==> src/rtl/rn48_pkg.sv <==
`timescale 1ns / 1ps
// ----------------------------------------------------------------------------
// rn48_pkg
// Shared types and constants for the radix node48 child table: operation
// and status codes, controller states and the memory control bundle.
// ----------------------------------------------------------------------------
package rn48_pkg;

  localparam int SLOT_COUNT_DEF = 48;
  localparam int KEY_SPACE_DEF  = 256;

  localparam int OP_W     = 3;
  localparam int KEY_W    = 8;
  localparam int VAL_W    = 64;
  localparam int STATUS_W = 2;
  localparam int CFG_W    = 6;

  localparam logic [CFG_W-1:0] SHRINK_RST = CFG_W'(16);

  typedef enum logic [OP_W-1:0] {
    OP_INSERT = 3'd0,
    OP_REMOVE = 3'd1,
    OP_LOOKUP = 3'd2,
    OP_CHANGE = 3'd3,
    OP_NEXT   = 3'd4,
    OP_PREV   = 3'd5,
    OP_FIRST  = 3'd6,
    OP_LAST   = 3'd7
  } op_t;

  typedef enum logic [STATUS_W-1:0] {
    STS_OK     = 2'd0,
    STS_FULL   = 2'd1,
    STS_SHRINK = 2'd2,
    STS_ABSENT = 2'd3
  } status_t;

  typedef enum logic [2:0] {
    S_IDLE,
    S_SRCH,
    S_MAP,
    S_VAL,
    S_DONE
  } fsm_state_t;

  typedef struct packed {
    logic map_rd;
    logic map_wr;
    logic val_rd;
    logic val_wr;
  } mem_ctl_t;

endpackage

==> src/rtl/rn48_store.sv <==
`timescale 1ns / 1ps
// ----------------------------------------------------------------------------
// rn48_store
// Key-to-slot map memory and slot value memory, one port each, with a
// registered read.
// ----------------------------------------------------------------------------
module rn48_store #(
  parameter int KEY_SPACE  = rn48_pkg::KEY_SPACE_DEF,
  parameter int SLOT_COUNT = rn48_pkg::SLOT_COUNT_DEF,
  localparam int KEY_IDX_W  = $clog2(KEY_SPACE),
  localparam int SLOT_IDX_W = $clog2(SLOT_COUNT)
) (
  input  logic                        clk,
  input  rn48_pkg::mem_ctl_t          ctl,
  input  logic [KEY_IDX_W-1:0]        map_addr,
  input  logic [SLOT_IDX_W-1:0]       map_wdata,
  output logic [SLOT_IDX_W-1:0]       map_rdata,
  input  logic [SLOT_IDX_W-1:0]       val_addr,
  input  logic [rn48_pkg::VAL_W-1:0]  val_wdata,
  output logic [rn48_pkg::VAL_W-1:0]  val_rdata
);
  import rn48_pkg::*;

  logic [SLOT_IDX_W-1:0] map_mem [KEY_SPACE];
  logic [VAL_W-1:0]      val_mem [SLOT_COUNT];

  always_ff @(posedge clk) begin
    if (ctl.map_wr) map_mem[map_addr] <= map_wdata;
    if (ctl.map_rd) map_rdata <= map_mem[map_addr];
  end

  always_ff @(posedge clk) begin
    if (ctl.val_wr) val_mem[val_addr] <= val_wdata;
    if (ctl.val_rd) val_rdata <= val_mem[val_addr];
  end

endmodule

==> config.mk <==
export PLATFORM = sky130hd
export DESIGN_NAME = rn48_store
export DESIGN_NICKNAME = d
export VERILOG_FILES = /design/src/rtl/rn48_pkg.sv /design/src/rtl/rn48_store.sv
export SDC_FILE = /design/constraint.sdc
export NUM_CORES = 2
export LEC_CHECK = 0
export BUFFER_PORTS_ARGS = -buffer_cell sky130_fd_sc_hd__buf_2
export CAP_MARGIN = 20
export CORE_MARGIN = 3
export CORE_UTILIZATION = 40
export DETAILED_ROUTE_END_ITERATION = 7
export SYNTH_ARGS = -nofsm -noshare
export SYNTH_HDL_FRONTEND = slang
export SYNTH_MEMORY_MAX_BITS = 65536
export SYNTH_SLANG_ARGS = --single-unit
==> constraint.sdc <==
create_clock -name clk -period 7.14 [get_ports clk]
set_input_delay 1.428 -clock clk [delete_from_list [all_inputs] [get_ports clk]]
set_output_delay 1.428 -clock clk [all_outputs]
set_load 0.01 [all_outputs]
# --- Yosys cells after proc, flatten, opt, wreduce, memory -nomap -nowiden ---
# Memories as Yosys holds them, arrays and structs flattened. A register that Yosys moved wholly into a read port is not among the register bits.
# Cells that the tools add are included.
classes:
  mux: 4
op_table:
  columns: ["cell", "count"]
  rows:
  - ["$mux W1", 4]
word_totals:
  reg_bits: 0
  mem_bits_rw: 4608
  input_bits: 89
  out_inout_bits: 70
  wordCells: 6
  n_memories: 2
mem_list:
  columns: ["memory", "words", "word_bits", "read_ports", "rd_ports_with_merged_regs", "write_ports", "line", "rtl"]
  rows:
  - ["val_mem", 48, 64, 1, 1, 1, "rn48_store.sv:25", "logic [VAL_W-1:0] val_mem [SLOT_COUNT];"]
  - ["map_mem", 256, 6, 1, 1, 1, "rn48_store.sv:24", "logic [SLOT_IDX_W-1:0] map_mem [KEY_SPACE];"]

# --- Longest topological paths before layout ---
depth:
  word_depth: 2
  ltp_mapped: 11
  depth_no_buf: 5

# --- Least setup slack after synthesis ---
# Ideal clock, no wire load.
synth_timing:
  kind: "input -> register"
  startpoint: "input val_addr[0]"
  endpoint: "memory val_mem[11][0] (enable)"
  setup_ps: 486
  t_arrival_ps: 5427
  required_time_ps: 6654
  setup_slack_ps: 1226
  cell_stages: 9
  n_path_buf: 6
  cell_sequence: "buf_2 > and3b_1 > buf_2 > buf_6 > buf_2 > buf_6 > clkbuf_1 > nand2_1 > nor2_1"
synth_lines:
  columns: ["item", "line", "rtl"]
  rows:
  - ["start, declared", "rn48_store.sv:18", "input logic [SLOT_IDX_W-1:0] val_addr,"]
  - ["end, declared", "rn48_store.sv:25", null]
# No word-level cell before the write port.

# --- Final worst setup path ---
layout_timing:
  startpoint: "input val_addr[3]"
  endpoint: "memory val_mem[14][14] (enable)"
# No word-level cell before the write port.

==> flow_summary.ini <==
[outcome]
status = finished, final reports clean

[logic_synthesis]
netlist_instances = 8792
syn_avg_cell_area_sq_um = 19.85
yosysWarnings = 0
synth-simple-area-share = 0.01736
synth_edf_count = 4678
synth_compound_area_frac = 0.09181
synth_nets = 8881
ys.flop_type = edfxtp_1
synth_area_sq_um = 174500
synth_xor_area_frac = 0
synthArstFlopShare = 0
ys_ff_latch = 4678
synthAdderAreaFrac = 0
synth.mux.area_fraction = 0.06899
ys_seq_area_frac = 0.8051
ys_types = 67
synth_top_family_by_area = compound AO/OA/AOI/OAI gates

[power]
ir_worst_vdd_mv = 0.2531
switching_share = 0.2156
power_switching_uw = 12080
p_per_area_nw_per_um2 = 284.2
seqPwrFrac = 0.545
p_int_uw = 43940
pwr-share-comb = 0.045
p_leak_uw = 0.05919
p_clk_frac = 0.410

[die]
coreArea_sq_um = 432700
die_x_um = 666.5
io_pins = 159
placementRows = 241
die_h_um = 666.5
dieArea_sq_um = 444200
start_util = 0.4032

[route]
ant_nets = 0
drtIter0Drc = 13240
routedWlPerCell_um = 34.49
vias = 94840
dr.pass1.iters = 8
vias_per_cell = 6.250
wirelength_um = 523400
drcViolationCount = 0

[placed_design]
dpl_worst_slack_ps = 1751
post-dp-hpwl_um = 281300
io_buffers = 158
place_congestion = 0.8085

[timing]
timing.fmax_ghz = 0.2220
skew_ps = 101.2
tightestPinTransition_ps = 1192
rsz0062_at_grt = false
finalHoldViolCount = 0
maxSlewHeadroom = 0.2056
layout_setup_ws_ps = 2635
fin_crit_sh = 0.6310
finalSetupTns_ps = 0
period_needed_ps = 4506
slew_violations = 0
setup_violations = 0

[critical_path]
cp.required_ps = 7720
worstSetupPathType = in -> reg
crit_path_frequent_cell = buf_4
r2r_cells = 5
r2r-start = map_mem[111][1]
arrival_ps = 5080
r2r-end = map_rdata[1]
cp_max_fo = 44
crit_path_top_delay_cell = or3_4
crit_chain = buf_6, clkinv_2, or3_4, buf_4, nor2_4, buf_4
slowest_delay_ps = 930
regToRegSetupSlack_ps = 4320
end_kind = flip-flop
critPathLaunchType = input port

[final_layout]
mostFrequentLayoutCells = 4678 x edfxtp_1, 1216 x a22oi_1, 455 x clkbuf_16, 409 x mux4_2, 316 x nor2_1
n_fill_cell = 35900
drive_above_1_share = 0.1782
area.sequential_sq_um = 140500
multi_input_area_sq_um = 31670
final_common_cell = edfxtp_1
syn2layout_area_growth_pct = 12.98
nNetsFinal = 9155

[clocking]
cts_tree = built
cts_buffers = 449
worstSkewPairLatency_ps = 1050
post_cts_resized = 0
h-tree-depth = 5
clock-root-buffer = clkbuf_16
clk_pin_slew_ps = 60
hold_buffers = 0
cts_max_path_buffers = 4
cts_setup_buffers = 0
cts_sinks = 4678

[global_routing]
grt_first_pass_wirelength_um = 731800
track_usage = 0.2296
grt_max_degree = 185
grt_overflow = 0
antenna_found_initial = 49
grt_pass1_vias = 93450

[hold_path]
min_path_cells = 2
hold_end = val_rdata[13]
min_path_type = reg -> reg
worstHoldStart = val_mem[27][13]

[job]
maxCapViolCount = 0
[cell usage after synthesis, types with 8 or more instances]
library cell  number  share of area
mux2_2           146         0.0094
o41ai_1           20         0.0010
a221o_1           24         0.0014
nor4_1            25        0.00090
o22ai_1            8        0.00029
a22o_1            35         0.0018
or4_1             15        0.00065
o2111ai_1         17        0.00085
edfxtp_1        4678           0.81
o2bb2ai_1         19        0.00095
a31o_2             9        0.00045
nor3_1            19        0.00054
o31ai_1           15        0.00065
o211ai_1          36         0.0015
a222oi_1          21         0.0012
o221ai_1          22         0.0011
nand4_1           21        0.00075
o21ai_0           99         0.0028
buf_1             51         0.0011
nor2b_1           14        0.00050
buf_4             57         0.0025
mux2i_1          118         0.0068
nand2_1          144         0.0031
a41oi_1          201          0.010
nand3_1           40         0.0011
a31oi_1           12        0.00043
a221oi_1         117         0.0059
mux4_2           409          0.053
a22oi_1         1216          0.052
nor2_1           364         0.0078
buf_2            204         0.0059
buf_6             23         0.0015
a21oi_1          225         0.0065
clkbuf_1         267         0.0057
or3_1              9        0.00032
and2_1             9        0.00032
[state kept, by name, summed over array words and instances (netlist names)]
name	cells
val_rdata	64
map_mem	1536
map_rdata	6
val_mem	3072
[power groups by stage]
stage                     logic, uW  registers (uW)  clock network (uW)
after floorplan                1190           31100                   0
after global routing           2630           30500               24400
final                          2520           30500               23000
after global placement         2450           31100                   0
after detailed placement       2490           31100                   0
after CTS                      2500           30500               23200
[kinds of logic after synthesis]
family                 Yosys count
AOI/OAI and AO/OA             2144
buffers and inverters          607
DFF                           4678
muxes                          673
and+or+nand+nor                690
[cell type report]
cell class              count  share of cell area
flip-flops and latches   4678              0.7126
multi-input cells        3507              0.1606
clock buffers             556             0.05968
well taps                5710             0.03624
repair buffers            425             0.01886
clock inverters           267             0.01155
diodes                     26           0.0003300
inverters                   5           0.0001206
[worst max-delay path by stage]
stage,start,to,slack (ps),cells past startpoint
5_1_grt,map_addr[0],map_rdata[1],2590,7
4_1_cts,val_addr[3],val_mem[14][14],2760,6
3_3_place_gp,map_addr[0],map_rdata[1],1230,7
3_5_place_dp,val_addr[3],val_mem[14][49],1750,6
2_1_floorplan,val_addr[0],val_mem[11][0],1230,9
6_report,val_addr[3],val_mem[14][14],2630,6
[layer usage]
| layer | GRT usage | vias to the layer above | part of all wire |
|---|---|---|---|
| li1 | - | 37830 | - |
| met1 | 0.3092 | 50120 | 0.38 |
| met2 | 0.3701 | 5859 | 0.48 |
| met3 | 0.04766 | 1007 | 0.10 |
| met4 | 0.08276 | 32 | 0.038 |
| met5 | 0 | - | 0.00041 |
[metrics by stage]
step                instance area, sq um  utilization  hold WS, ps  total power [uW]  cells
finish                            197100       0.4556        661.4             56020  15170
global route                      197100       0.4555        681.4             57550  15150
CTS                               197000       0.4553        661.4             56250  15150
detailed placement                183000       0.4229        649.4             33600  14320
global placement                  182900       0.4226        638.9             33550  14320
floorplan                         174500            -        597.2             32250   8792
[worst max-delay path: cells and delay by family]
kind / cells / cell delay (ps)
AND/OR/NAND/NOR: 2 / 1140
buffers and inverters: 4 / 2300
Power figures use the tool's default switching activity.
